===== src/rtl/core/pdcm_pkg.sv =====
`timescale 1ns / 1ps
// shared types and constants of the pwm duty cycle monitor
package pdcm_pkg;

  localparam int unsigned TIME_WIDTH_DEF = 32;
  localparam int unsigned MODE_W         = 3;
  localparam int unsigned STAMP_W        = 32;
  localparam int unsigned DUTY_W         = 8;
  localparam int unsigned COUNT_W        = 32;
  // width of one subtractor digit in the serial divider
  localparam int unsigned DIGIT_W        = 8;

  localparam logic [DUTY_W-1:0] FULL_OPEN = 8'd255;

  typedef enum logic [MODE_W-1:0] {
    MODE_RISE       = 3'd0,
    MODE_FALL       = 3'd1,
    MODE_POLL       = 3'd2,
    MODE_ENERGIZE   = 3'd3,
    MODE_DEENERGIZE = 3'd4
  } mode_e;

  typedef struct packed {
    logic [DUTY_W-1:0]  open_rate;
    logic [DUTY_W-1:0]  short_rate;
    logic               has_discharge;
    logic               enable_out;
    logic [STAMP_W-1:0] measured_period;
    logic [COUNT_W-1:0] polls_done;
    logic               cancelled;
  } result_t;

endpackage


===== src/rtl/core/pdcm_if.sv =====
`timescale 1ns / 1ps
// valid/ready channels for edge events and monitor results
interface pdcm_in_if;
  import pdcm_pkg::*;

  logic               valid;
  logic               ready;
  logic [MODE_W-1:0]  mode;
  logic [STAMP_W-1:0] time_us;
  logic               cancel_request;

  modport source (output valid, output mode, output time_us, output cancel_request,
                  input ready);
  modport sink   (input valid, input mode, input time_us, input cancel_request,
                  output ready);
endinterface

interface pdcm_out_if;
  import pdcm_pkg::*;

  logic               valid;
  logic               ready;
  logic [DUTY_W-1:0]  open_rate;
  logic [DUTY_W-1:0]  short_rate;
  logic               has_discharge;
  logic               enable_out;
  logic [STAMP_W-1:0] measured_period;
  logic [COUNT_W-1:0] polls_done;
  logic               cancelled;

  modport source (output valid, output open_rate, output short_rate, output has_discharge,
                  output enable_out, output measured_period, output polls_done,
                  output cancelled, input ready);
  modport sink   (input valid, input open_rate, input short_rate, input has_discharge,
                  input enable_out, input measured_period, input polls_done,
                  input cancelled, output ready);
endinterface


===== src/rtl/core/pdcm_div.sv =====
`timescale 1ns / 1ps
// digit-serial scaled duty divider: floor(high * 255 / period), saturated
module pdcm_div #(
  parameter int unsigned TIME_WIDTH = pdcm_pkg::TIME_WIDTH_DEF
) (
  input  logic                          clk_i,
  input  logic                          rst_ni,
  input  logic                          start_i,
  input  logic [TIME_WIDTH-1:0]         high_i,
  input  logic [TIME_WIDTH-1:0]         period_i,
  output logic                          done_o,
  output logic [pdcm_pkg::DUTY_W-1:0]   duty_o
);
  import pdcm_pkg::*;

  localparam int unsigned NUM_DIG   = (TIME_WIDTH + 1 + DIGIT_W - 1) / DIGIT_W;
  localparam int unsigned REM_W     = NUM_DIG * DIGIT_W;
  localparam int unsigned DIG_CNT_W = $clog2(NUM_DIG);
  localparam int unsigned PASS_W    = 4;

  // pass 0 checks high against period, passes 1..8 divide high*256 by period,
  // the last pass compares the remainder against high to turn *256 into *255
  localparam logic [PASS_W-1:0] PASS_RANGE = 4'd0;
  localparam logic [PASS_W-1:0] PASS_FIX   = 4'd9;

  typedef enum logic [1:0] {
    ST_IDLE,
    ST_LOAD,
    ST_SUB,
    ST_EVAL
  } state_e;

  state_e                state_q, state_d;
  logic [PASS_W-1:0]     pass_q, pass_d;
  logic [DIG_CNT_W-1:0]  dig_q, dig_d;
  logic [REM_W-1:0]      rem_q, rem_d;
  logic [REM_W-1:0]      s_q, s_d;
  logic [REM_W-1:0]      b_q, b_d;
  logic [REM_W-1:0]      dif_q, dif_d;
  logic                  borrow_q, borrow_d;
  logic [REM_W-1:0]      hgh_q, hgh_d;
  logic [REM_W-1:0]      per_q, per_d;
  logic [DUTY_W-1:0]     quo_q, quo_d;
  logic                  done_q, done_d;
  logic [DUTY_W-1:0]     duty_q, duty_d;

  logic [DIGIT_W:0]      dig_diff;
  logic [REM_W-1:0]      s_load;
  logic                  ge;

  always_comb begin
    state_d  = state_q;
    pass_d   = pass_q;
    dig_d    = dig_q;
    rem_d    = rem_q;
    s_d      = s_q;
    b_d      = b_q;
    dif_d    = dif_q;
    borrow_d = borrow_q;
    hgh_d    = hgh_q;
    per_d    = per_q;
    quo_d    = quo_q;
    done_d   = 1'b0;
    duty_d   = duty_q;

    dig_diff = {1'b0, s_q[DIGIT_W-1:0]} - {1'b0, b_q[DIGIT_W-1:0]}
               - (DIGIT_W+1)'(borrow_q);
    ge       = ~borrow_q;

    if (pass_q == PASS_RANGE || pass_q == PASS_FIX) begin
      s_load = rem_q;
    end else begin
      s_load = {rem_q[REM_W-2:0], 1'b0};
    end

    case (state_q)
      ST_IDLE: begin
        if (start_i) begin
          hgh_d   = REM_W'(high_i);
          per_d   = REM_W'(period_i);
          rem_d   = REM_W'(high_i);
          pass_d  = PASS_RANGE;
          quo_d   = '0;
          state_d = ST_LOAD;
        end
      end
      ST_LOAD: begin
        rem_d    = s_load;
        s_d      = s_load;
        b_d      = (pass_q == PASS_FIX) ? hgh_q : per_q;
        borrow_d = 1'b0;
        dig_d    = '0;
        state_d  = ST_SUB;
      end
      ST_SUB: begin
        // low digit first, borrow carried to the next cycle
        s_d      = s_q >> DIGIT_W;
        b_d      = b_q >> DIGIT_W;
        dif_d    = {dig_diff[DIGIT_W-1:0], dif_q[REM_W-1:DIGIT_W]};
        borrow_d = dig_diff[DIGIT_W];
        dig_d    = dig_q + 1'b1;
        if (dig_q == DIG_CNT_W'(NUM_DIG - 1)) begin
          state_d = ST_EVAL;
        end
      end
      ST_EVAL: begin
        pass_d  = pass_q + 1'b1;
        state_d = ST_LOAD;
        if (pass_q == PASS_RANGE) begin
          if (ge) begin
            duty_d  = FULL_OPEN;
            done_d  = 1'b1;
            state_d = ST_IDLE;
          end
        end else if (pass_q == PASS_FIX) begin
          // remainder below high means the 255 scale drops one count
          duty_d  = quo_q - DUTY_W'(!ge);
          done_d  = 1'b1;
          state_d = ST_IDLE;
        end else begin
          if (ge) begin
            rem_d = dif_q;
          end
          quo_d = {quo_q[DUTY_W-2:0], ge};
        end
      end
      default: begin
        state_d = ST_IDLE;
      end
    endcase
  end

  always_ff @(posedge clk_i or negedge rst_ni) begin
    if (!rst_ni) begin
      state_q <= ST_IDLE;
      pass_q  <= '0;
      dig_q   <= '0;
      done_q  <= 1'b0;
    end else begin
      state_q <= state_d;
      pass_q  <= pass_d;
      dig_q   <= dig_d;
      done_q  <= done_d;
    end
  end

  always_ff @(posedge clk_i) begin
    rem_q    <= rem_d;
    s_q      <= s_d;
    b_q      <= b_d;
    dif_q    <= dif_d;
    borrow_q <= borrow_d;
    hgh_q    <= hgh_d;
    per_q    <= per_d;
    quo_q    <= quo_d;
    duty_q   <= duty_d;
  end

  assign done_o = done_q;
  assign duty_o = duty_q;

endmodule


===== src/rtl/core/pwm_duty_cycle_monitor_core.sv =====
`timescale 1ns / 1ps
// an accepted event that starts no division is registered straight into the output register;
// a dividing poll runs the divider, whose passes use the 8-bit digit-serial subtractor, and
// then waits in ST_PUT for a free output register; a high time at or above the period ends
// the division after the first pass. one event at a time; a result waiting in the output
// register holds off the next event, which is taken in the cycle the result drains.
// async active-low reset clears times and counter, disables the block, duty to full open
module pwm_duty_cycle_monitor_core #(
  parameter int unsigned TIME_WIDTH = pdcm_pkg::TIME_WIDTH_DEF
) (
  input  logic              clk_i,
  input  logic              rst_ni,
  pdcm_in_if.sink           in_i,
  pdcm_out_if.source        out_o
);
  import pdcm_pkg::*;

  typedef enum logic [1:0] {
    ST_IDLE,
    ST_DIV,
    ST_PUT
  } state_e;

  state_e                 state_q, state_d;
  logic [TIME_WIDTH-1:0]  rise_q, rise_d;
  logic [TIME_WIDTH-1:0]  period_q, period_d;
  logic [TIME_WIDTH-1:0]  high_q, high_d;
  logic [DUTY_W-1:0]      duty_q, duty_d;
  logic                   en_q, en_d;
  logic [COUNT_W-1:0]     polls_q, polls_d;
  result_t                res_q, res_d;
  logic                   out_valid_q, out_valid_d;

  logic [TIME_WIDTH-1:0]  now;
  logic                   out_free;
  logic                   in_ready;
  logic                   div_start;
  logic                   div_done;
  logic [DUTY_W-1:0]      div_duty;
  logic                   cancel_hit;

  function automatic result_t make_res(input logic [DUTY_W-1:0]     duty,
                                       input logic                  en,
                                       input logic [TIME_WIDTH-1:0] period,
                                       input logic [COUNT_W-1:0]    polls,
                                       input logic                  canc);
    result_t r;
    r.open_rate       = duty;
    r.short_rate      = FULL_OPEN - duty;
    r.has_discharge   = (duty != FULL_OPEN);
    r.enable_out      = en;
    r.measured_period = STAMP_W'(period);
    r.polls_done      = polls;
    r.cancelled       = canc;
    return r;
  endfunction

  pdcm_div #(
    .TIME_WIDTH (TIME_WIDTH)
  ) u_div (
    .clk_i    (clk_i),
    .rst_ni   (rst_ni),
    .start_i  (div_start),
    .high_i   (high_q),
    .period_i (period_q),
    .done_o   (div_done),
    .duty_o   (div_duty)
  );

  always_comb begin
    state_d     = state_q;
    rise_d      = rise_q;
    period_d    = period_q;
    high_d      = high_q;
    duty_d      = duty_q;
    en_d        = en_q;
    polls_d     = polls_q;
    res_d       = res_q;
    out_valid_d = out_valid_q;
    div_start   = 1'b0;
    cancel_hit  = 1'b0;

    now      = TIME_WIDTH'(in_i.time_us);
    out_free = ~out_valid_q | out_o.ready;
    in_ready = (state_q == ST_IDLE) & out_free;

    if (out_valid_q && out_o.ready) begin
      out_valid_d = 1'b0;
    end

    case (state_q)
      ST_IDLE: begin
        if (in_i.valid && in_ready) begin
          case (mode_e'(in_i.mode))
            MODE_RISE: begin
              rise_d = now;
              if (rise_q != '0) begin
                period_d = now - rise_q;
              end
            end
            MODE_FALL: begin
              high_d = now - rise_q;
            end
            MODE_POLL: begin
              if (!en_q) begin
                duty_d = FULL_OPEN;
              end else if (in_i.cancel_request) begin
                en_d       = 1'b0;
                duty_d     = FULL_OPEN;
                cancel_hit = 1'b1;
              end else begin
                polls_d = polls_q + 1'b1;
                if (period_q != '0) begin
                  div_start = 1'b1;
                end
              end
            end
            MODE_ENERGIZE: begin
              en_d = 1'b1;
            end
            MODE_DEENERGIZE: begin
              en_d   = 1'b0;
              duty_d = FULL_OPEN;
            end
            default: begin
            end
          endcase

          if (div_start) begin
            state_d = ST_DIV;
          end else begin
            res_d       = make_res(duty_d, en_d, period_d, polls_d, cancel_hit);
            out_valid_d = 1'b1;
          end
        end
      end
      ST_DIV: begin
        if (div_done) begin
          duty_d  = div_duty;
          state_d = ST_PUT;
        end
      end
      ST_PUT: begin
        if (out_free) begin
          res_d       = make_res(duty_q, en_q, period_q, polls_q, 1'b0);
          out_valid_d = 1'b1;
          state_d     = ST_IDLE;
        end
      end
      default: begin
        state_d = ST_IDLE;
      end
    endcase
  end

  always_ff @(posedge clk_i or negedge rst_ni) begin
    if (!rst_ni) begin
      state_q     <= ST_IDLE;
      rise_q      <= '0;
      period_q    <= '0;
      high_q      <= '0;
      duty_q      <= FULL_OPEN;
      en_q        <= 1'b0;
      polls_q     <= '0;
      out_valid_q <= 1'b0;
    end else begin
      state_q     <= state_d;
      rise_q      <= rise_d;
      period_q    <= period_d;
      high_q      <= high_d;
      duty_q      <= duty_d;
      en_q        <= en_d;
      polls_q     <= polls_d;
      out_valid_q <= out_valid_d;
    end
  end

  always_ff @(posedge clk_i) begin
    res_q <= res_d;
  end

  assign in_i.ready            = in_ready;
  assign out_o.valid           = out_valid_q;
  assign out_o.open_rate       = res_q.open_rate;
  assign out_o.short_rate      = res_q.short_rate;
  assign out_o.has_discharge   = res_q.has_discharge;
  assign out_o.enable_out      = res_q.enable_out;
  assign out_o.measured_period = res_q.measured_period;
  assign out_o.polls_done      = res_q.polls_done;
  assign out_o.cancelled       = res_q.cancelled;

endmodule

===== src/flat_wrapper.sv =====
// flat-port wrapper written by rule: the top's interface ports become plain ports
module pwm_duty_cycle_monitor_core_flat import pdcm_pkg::*;
#(
  parameter int unsigned TIME_WIDTH = pdcm_pkg::TIME_WIDTH_DEF
)
  (clk_i, rst_ni, in_i_valid, in_i_mode, in_i_time_us, in_i_cancel_request, in_i_ready, out_o_valid, out_o_open_rate, out_o_short_rate, out_o_has_discharge, out_o_enable_out, out_o_measured_period, out_o_polls_done, out_o_cancelled, out_o_ready);
  pdcm_in_if in_i_i ();
  pdcm_out_if out_o_i ();
  input  logic clk_i;
  input  logic rst_ni;
  input wire logic [$bits(in_i_i.valid)-1:0] in_i_valid;
  input wire logic [$bits(in_i_i.mode)-1:0] in_i_mode;
  input wire logic [$bits(in_i_i.time_us)-1:0] in_i_time_us;
  input wire logic [$bits(in_i_i.cancel_request)-1:0] in_i_cancel_request;
  output wire logic [$bits(in_i_i.ready)-1:0] in_i_ready;
  output wire logic [$bits(out_o_i.valid)-1:0] out_o_valid;
  output wire logic [$bits(out_o_i.open_rate)-1:0] out_o_open_rate;
  output wire logic [$bits(out_o_i.short_rate)-1:0] out_o_short_rate;
  output wire logic [$bits(out_o_i.has_discharge)-1:0] out_o_has_discharge;
  output wire logic [$bits(out_o_i.enable_out)-1:0] out_o_enable_out;
  output wire logic [$bits(out_o_i.measured_period)-1:0] out_o_measured_period;
  output wire logic [$bits(out_o_i.polls_done)-1:0] out_o_polls_done;
  output wire logic [$bits(out_o_i.cancelled)-1:0] out_o_cancelled;
  input wire logic [$bits(out_o_i.ready)-1:0] out_o_ready;
  assign in_i_i.valid = in_i_valid;
  assign in_i_i.mode = in_i_mode;
  assign in_i_i.time_us = in_i_time_us;
  assign in_i_i.cancel_request = in_i_cancel_request;
  assign in_i_ready = in_i_i.ready;
  assign out_o_valid = out_o_i.valid;
  assign out_o_open_rate = out_o_i.open_rate;
  assign out_o_short_rate = out_o_i.short_rate;
  assign out_o_has_discharge = out_o_i.has_discharge;
  assign out_o_enable_out = out_o_i.enable_out;
  assign out_o_measured_period = out_o_i.measured_period;
  assign out_o_polls_done = out_o_i.polls_done;
  assign out_o_cancelled = out_o_i.cancelled;
  assign out_o_i.ready = out_o_ready;
  pwm_duty_cycle_monitor_core #(.TIME_WIDTH(TIME_WIDTH)) u_core (.clk_i(clk_i), .rst_ni(rst_ni), .in_i(in_i_i), .out_o(out_o_i));
endmodule

===== config.mk =====
export PLATFORM = sky130hd
export DESIGN_NAME = pwm_duty_cycle_monitor_core_flat
export DESIGN_NICKNAME = d
export VERILOG_FILES = /design/src/rtl/core/pdcm_pkg.sv /design/src/rtl/core/pdcm_if.sv /design/src/rtl/core/pdcm_div.sv /design/src/rtl/core/pwm_duty_cycle_monitor_core.sv /design/src/flat_wrapper.sv
export SDC_FILE = /design/constraint.sdc
export NUM_CORES = 1
export LEC_CHECK = 0
export BUFFER_PORTS_ARGS = -buffer_cell sky130_fd_sc_hd__buf_2
export CORE_ASPECT_RATIO = 1.2
export CORE_MARGIN = 2
export CORE_UTILIZATION = 53
export CTS_CLUSTER_SIZE = 12
export DETAILED_ROUTE_END_ITERATION = 10
export PLACE_DENSITY = 0.82
export SLEW_MARGIN = 40
export SYNTH_ARGS = -nofsm -noshare
export SYNTH_HDL_FRONTEND = slang
export SYNTH_HIERARCHICAL = 1
export SYNTH_SLANG_ARGS = --single-unit
export TNS_END_PERCENT = 50

===== constraint.sdc =====
create_clock -name clk_i -period 16.05 [get_ports clk_i]
set_input_delay 0.8025 -clock clk_i [delete_from_list [all_inputs] [get_ports clk_i]]
set_output_delay 0.8025 -clock clk_i [all_outputs]
set_load 0.02 [all_outputs]

==> results.toml, run 1 <==
[synthesis]
synth_top_area_frac = 0.430
synth_warnings = 6
synth_cell_type_count = 88
yosysTopAreaCell = "edfxtp_1"
synth-edff-count = 316
async_flop_share = 0.322
yosysSeqAreaShare = 0.600
synthTopCellsByArea = "edfxtp_1, dfrtp_1, nand2_1"
synth_fp_nets = 1934
synth-seq-cells = 466
netlist_area_sq_um = 22100
syn_area_per_cell_sq_um = 12.0
synth_ff_type = "edfxtp_1"
syn_inst = 1834

[floorplanning]
die-area_sq_um = 43300
die_y_microns = 228
io-pin-count = 125
floorplan.initialDensity = 0.539
core_area_sq_um = 40900
die_w_microns = 190
fp-row-count = 81

[timing]
tns_ns = 0
setup_viol = 0
slew-limit-headroom = 0.464
hold_viol_final = 0
hold_ws_ns = 0.312
rsz0062_at_grt = "no"
fmax_mhz = 311
drv_slew = 0
fin_crit_sh = 0.200
min_period_ns = 3.21
skew_ns = 0.0280
worst_pin_slew_ns = 0.804

[clock_tree]
cts_setup_buffers = 0
clk_path_buf_depth = 3
clock-sinks = 466
hold_buffers = 0
ctsResizeCount = 0
clockRootBuffer = "clkbuf_16"
clkLatencyLatePin_ns = 0.57
cts.reportedPaths.clkPinSlew_ns = 0.06
htree_levels = 2
cts_made_buffers = 47
cts_tree = "yes"

[setup_path]
r2r_slack_ns = 12.86
startpoint_type = "primary input"
crit_slowest_cell = "a21oi_1"
rr_endpoint = "u_core/u_div/quo_q[5]$_SDFFCE_PN0P_"
crit_type = "primary input to register"
rr_worst_depth = 8
crit_required_ns = 16.23
slowest_delay_ns = 0.63
cp-end-kind = "register"
critPathArrivalTime_ns = 3.40
crit_path_cell_trace = "buf_2, nand2b_1, nor3_2, o21ai_0, or2_2, inv_1, nand2b_1, o21ai_0, a21oi_1"
regToRegStartpoint = "u_core/out_o.valid$_DFF_PN0_"
path_max_fanout = 8

[global_routing]
grt_max_degree = 88
grt-ovfl-total = 0
grt_util_all_layers = 0.235
grt_first_pass_wirelength_microns = 80000
antenna_found_initial = 2
first_global_vias = 14534

[final_layout]
regArea_sq_um = 13300
area_delta_synth_final_pct = 11.7
multiInputGateArea_sq_um = 8080
final.fill_count = 3128
mostFrequentLayoutCells = "edfxtp_1, nand2_1, dfrtp_1"
final_common_cell = "edfxtp_1"
drive_gt1_frac = 0.164
final_nets = 2038

[routing]
wire_per_inst_microns = 20.1
drtIter0Drc = 1595
vias = 14676
ant_nets = 0
first_pass_iters = 5
routed_via_density = 5.84
finalWirelength_microns = 50500
drc = 0

[worst_hold_path]
hold_path.class = "primary input to asynchronous set/reset pin"

[placement]
place_congestion = 0.916
hpwl_microns = 35700
portBuffers = 124

[run_status]
status = "complete, no violations"

[power_and_ir_drop]
power.density_nw_per_um2 = 216
ir_drop_uv = 120
p_leak_nw = 9.94

[job]
max_cap_viol_count = 0
==> synthesized netlist by cell type (all sizes together), types with 8 or more instances <==
library cell  instances
nor3                 32
and3                 13
nor2                 75
clkbuf               60
a21oi                54
xor2                 40
mux2                 82
mux2i                75
nor2b                19
dfrtp               142
nor4                 30
xnor2                53
ha                   57
a22o                 16
nand4                27
buf                  27
a22oi                25
o211ai               10
inv                 109
edfxtp              316
o31ai                 8
o21ai               124
and2                 13
nand3                38
a21o                 22
dfstp                 8
nand2               247
o22a                  8
nand2b               15
==> metal layers <==
layer	vias up	routed length, microns	global-route usage
met3	90	2680	0.0287
met2	494	25900	0.413
met4	2	1540	0.0768
li1	6829	-	-
met1	7261	20400	0.305
met5	-	13	0
==> worst max path at each step <==
stage	start	end	slack (ns)
final	in_i_mode[2]	u_core/u_div/quo_q[5]$_SDFFCE_PN0P_	12.84
after global routing	in_i_mode[2]	u_core/u_div/quo_q[7]$_SDFFCE_PN0P_	12.63
after CTS	u_core/rise_q[25]$_DFFE_PN0P_	u_core/period_q[27]$_DFFE_PN0P_	12.86
after detailed placement	in_i_mode[2]	u_core/u_div/quo_q[2]$_SDFFCE_PN0P_	12.43
after global placement	in_i_time_us[0]	u_core/out_o.measured_period[18]$_DFFE_PP_	12.57
after floorplan	in_i_mode[0]	u_core/out_o.cancelled$_SDFFCE_PP0P_	8.46
==> cell families after synthesis <==
family,after synthesis,share of synthesized area
muxes,157,0.0763
xor gates and xnor gates,93,0.0369
and+or+nand+nor,540,0.119
buffers and inverters,196,0.0372
AOI/OAI and AO/OA,322,0.0954
DFF,466,0.600
adders and majority gates,60,0.0350
==> power breakdown <==
part	switching [mW]	leakage [nW]	total, mW	internal [mW]
combinational	1.28	4.35	2.04	0.755
sequential	0.307	4.89	2.26	1.95
clock	0.435	0.696	1.05	0.614
total	2.02	9.94	5.34	3.32
==> registers in the layout, indices dropped and copies added (netlist names), 32 cells and up <==
register,count
u_core/u_div/dif_q,40
u_core/u_div/rem_q,40
u_core/u_div/s_q,40
u_core/high_q,32
u_core/out_o.measured_period,32
u_core/out_o.polls_done,32
u_core/period_q,32
u_core/polls_q,32
u_core/rise_q,32
u_core/u_div/b_q,32
u_core/u_div/hgh_q,32
u_core/u_div/per_q,32
==> stage by stage <==
step | cell area, sq um | power (mW) | instances | util | setup slack, ns
CTS | 24600 | 5.33 | 2508 | 0.602 | 12.86
global placement | 23100 | 4.15 | 2423 | 0.564 | 12.57
detailed placement | 23200 | 4.27 | 2426 | 0.566 | 12.43
finish | 24700 | 5.34 | 2511 | 0.603 | 12.84
global route | 24700 | 5.64 | 2511 | 0.603 | 12.63
floorplan | 22100 | 3.62 | 1834 | - | 8.46
==> worst max-delay path, delay by kind of cell <==
kind / cells / cell delay [ns]
AND/OR/NAND/NOR: 4 / 1.26
AO/OA/AOI/OAI: 3 / 1.03
buffers and inverters: 2 / 0.29
==> layout make-up <==
type,count,area share
flip-flops and latches,466,0.537
repair buffers,142,0.0329
clock inverters,8,0.00477
well taps,539,0.0273
multi-input cells,1172,0.327
inverters,109,0.0166
diodes,1,0.000101
clock buffers,74,0.0539
No activity file was read; power rests on OpenSTA's default activity.
==> run 2: changes to the inputs <==
==> constraint.sdc (replaced) <==
create_clock -name clk_i -period 3.05 [get_ports clk_i]
set_input_delay 0.1525 -clock clk_i [delete_from_list [all_inputs] [get_ports clk_i]]
set_output_delay 0.1525 -clock clk_i [all_outputs]
set_load 0.02 [all_outputs]
==> run 2 against run 1 <==
Compared with the run above:
- wire length up 3.6%
- critical endpoint is now u_core/out_o.measured_period[31]$_DFFE_PP_
- largest power group unchanged
- register-to-register slack worse by 13 ns
- design area up 1.9%
- combinational power rose to 5.4 times the previous value
- sequential power rose to 5.3 times the previous value
- cell count up 2.2%
- via count up 3.1%
==> results.toml, run 2 (synthesis gave the netlist of run 1 again) <==
[global_routing]
grt_busiest_layer = "met2"
grt_use_met2 = 0.423
grt_first_pass_wirelength_microns = 81600
grtUsageMet3 = 0.0305
grtUsageMet1 = 0.308
first_global_vias = 14798
grt_util_all_layers = 0.242
grt_max_degree = 81
grt-ovfl-total = 0
antenna_found_initial = 2

[floorplanning]
die_y_microns = 228
io-pin-count = 125
floorplan.initialDensity = 0.539
die-area_sq_um = 43300
fp-row-count = 81
core_area_sq_um = 40900
die_w_microns = 190

[timing]
worst_pin_slew_ns = 0.802
skew_ns = 0.0146
fmax_mhz = 344
setup_viol = 0
drv_slew = 0
fin_crit_sh = 0.952
hold_viol_final = 0
slew-limit-headroom = 0.460
rsz0062_at_grt = "no"
min_period_ns = 2.90

[setup_path]
startpoint_type = "register"
crit_required_ns = 3.48
cp-end-kind = "register"
path_max_fanout = 5
critPathArrivalTime_ns = 3.33
crit_type = "register to register"
rr_worst_depth = 10

[final_layout]
final.fill_count = 3069
fin_area_sq_um = 25200
final_nets = 2095
drive_gt1_frac = 0.172
mostFrequentLayoutCells = "edfxtp_1, nand2_1, dfrtp_1"
largestRegisters = "u_core/u_div/dif_q x40, u_core/u_div/rem_q x40, u_core/u_div/s_q x40"
area_delta_synth_final_pct = 13.9
final_cells = 2566
final_common_cell = "edfxtp_1"

[power_and_ir_drop]
p_leak_nw = 10.2
ir_drop_uv = 624
power.density_nw_per_um2 = 1120

[clock_tree]
clk_path_buf_depth = 3
cts_tree = "yes"
htree_levels = 2
clockRootBuffer = "clkbuf_16"
cts.reportedPaths.clkPinSlew_ns = 0.06
cts_made_buffers = 46
clkLatencyLatePin_ns = 0.56
clock-sinks = 466

[placement]
portBuffers = 124
place_congestion = 0.952
hpwl_microns = 36200
dpl_cell_area_sq_um = 23400
dp.cells = 2452

[routing]
drc = 0
first_pass_iters = 7
drtIter0Drc = 1345
vias = 15131
routed_via_density = 5.90
wire_per_inst_microns = 20.4
finalWirelength_microns = 52300
ant_nets = 0

[job]
max_cap_viol_count = 0

[run_status]
status = "complete, no violations"

[worst_hold_path]
hold_depth = 4
hold_path.class = "primary input to register"
[run 2: path summary, 6_finish.rpt]
| check | startpoint | end | slack [ns] |
|---|---|---|---|
| hold reg to reg | u_core/u_div/dif_q[22]$_DFFE_PP_ | u_core/u_div/dif_q[14]$_DFFE_PP_ | 0.45 |
| setup reg to reg | u_core/rise_q[1]$_DFFE_PN0P_ | u_core/out_o.measured_period[31]$_DFFE_PP_ | 0.15 |
| min in group asynchronous | rst_ni | u_core/polls_q[14]$_DFFE_PN0P_ | 0.21 |
| max in group asynchronous | rst_ni | u_core/period_q[20]$_DFFE_PN0P_ | 1.99 |
| hold / removal | in_i_valid | u_core/state_q[0]$_DFFE_PN0P_ | 0.05 |
| setup / recovery | u_core/rise_q[1]$_DFFE_PN0P_ | u_core/out_o.measured_period[31]$_DFFE_PP_ | 0.15 |
[run 2: metrics by stage]
step | util | worst slack, ns | power (mW) | setup TNS, ns | hold slack, ns
global route | 0.614 | 0.00903 | 29.6 | 0 | 0.0651
finish | 0.614 | 0.147 | 28.1 | 0 | 0.0530
CTS | 0.614 | 0.136 | 28.0 | 0 | 0.0430
global placement | 0.572 | 0.224 | 22.1 | 0 | 0.243
detailed placement | 0.572 | 0.159 | 22.6 | 0 | 0.253
floorplan | - | -0.375 | 19.0 | -32.29 | -0.143
[run 2: what timing repair did]
action	in CTS	in global routing
hold endpoints to repair	104	0
hold buffers	34	0
resized for setup	0	2
setup endpoints to repair	0	2
setup buffers	0	0
[run 2: power by group]
part / internal (mW) / switching, mW / total [mW]
registers: 10.3 / 1.59 / 11.9
logic: 4.14 / 6.81 / 11.0
clock network: 2.99 / 2.28 / 5.27
total: 17.4 / 10.7 / 28.1
[run 2: critical path, cell delays in order, from the launching register on]
cell and delay [ns]:
dfrtp_1 0.42, inv_1 0.06, ha_1 0.27, nor2b_1 0.15, o31a_1 0.30, a211oi_4 0.34
buf_4 0.19, a21oi_1 0.09, o31a_1 0.32, a211oi_1 0.37, mux2_2 0.25
[run 2: cell type report]
class	count	area, sq um	share of cell area
flip-flops and latches	466	13300	0.527
multi-input cells	1172	8100	0.322
repair buffers	200	1360	0.0541
clock buffers	73	1300	0.0518
well taps	539	674	0.0268
inverters	109	409	0.0163
clock inverters	5	51.3	0.00204
diodes	2	5.00	0.000199
[run 2: metal layers]
metal,part of all wire,vias to the layer above
li1,-,6957
met1,0.40,7488
met2,0.51,579
met3,0.057,107
met4,0.037,0
met5,0,-
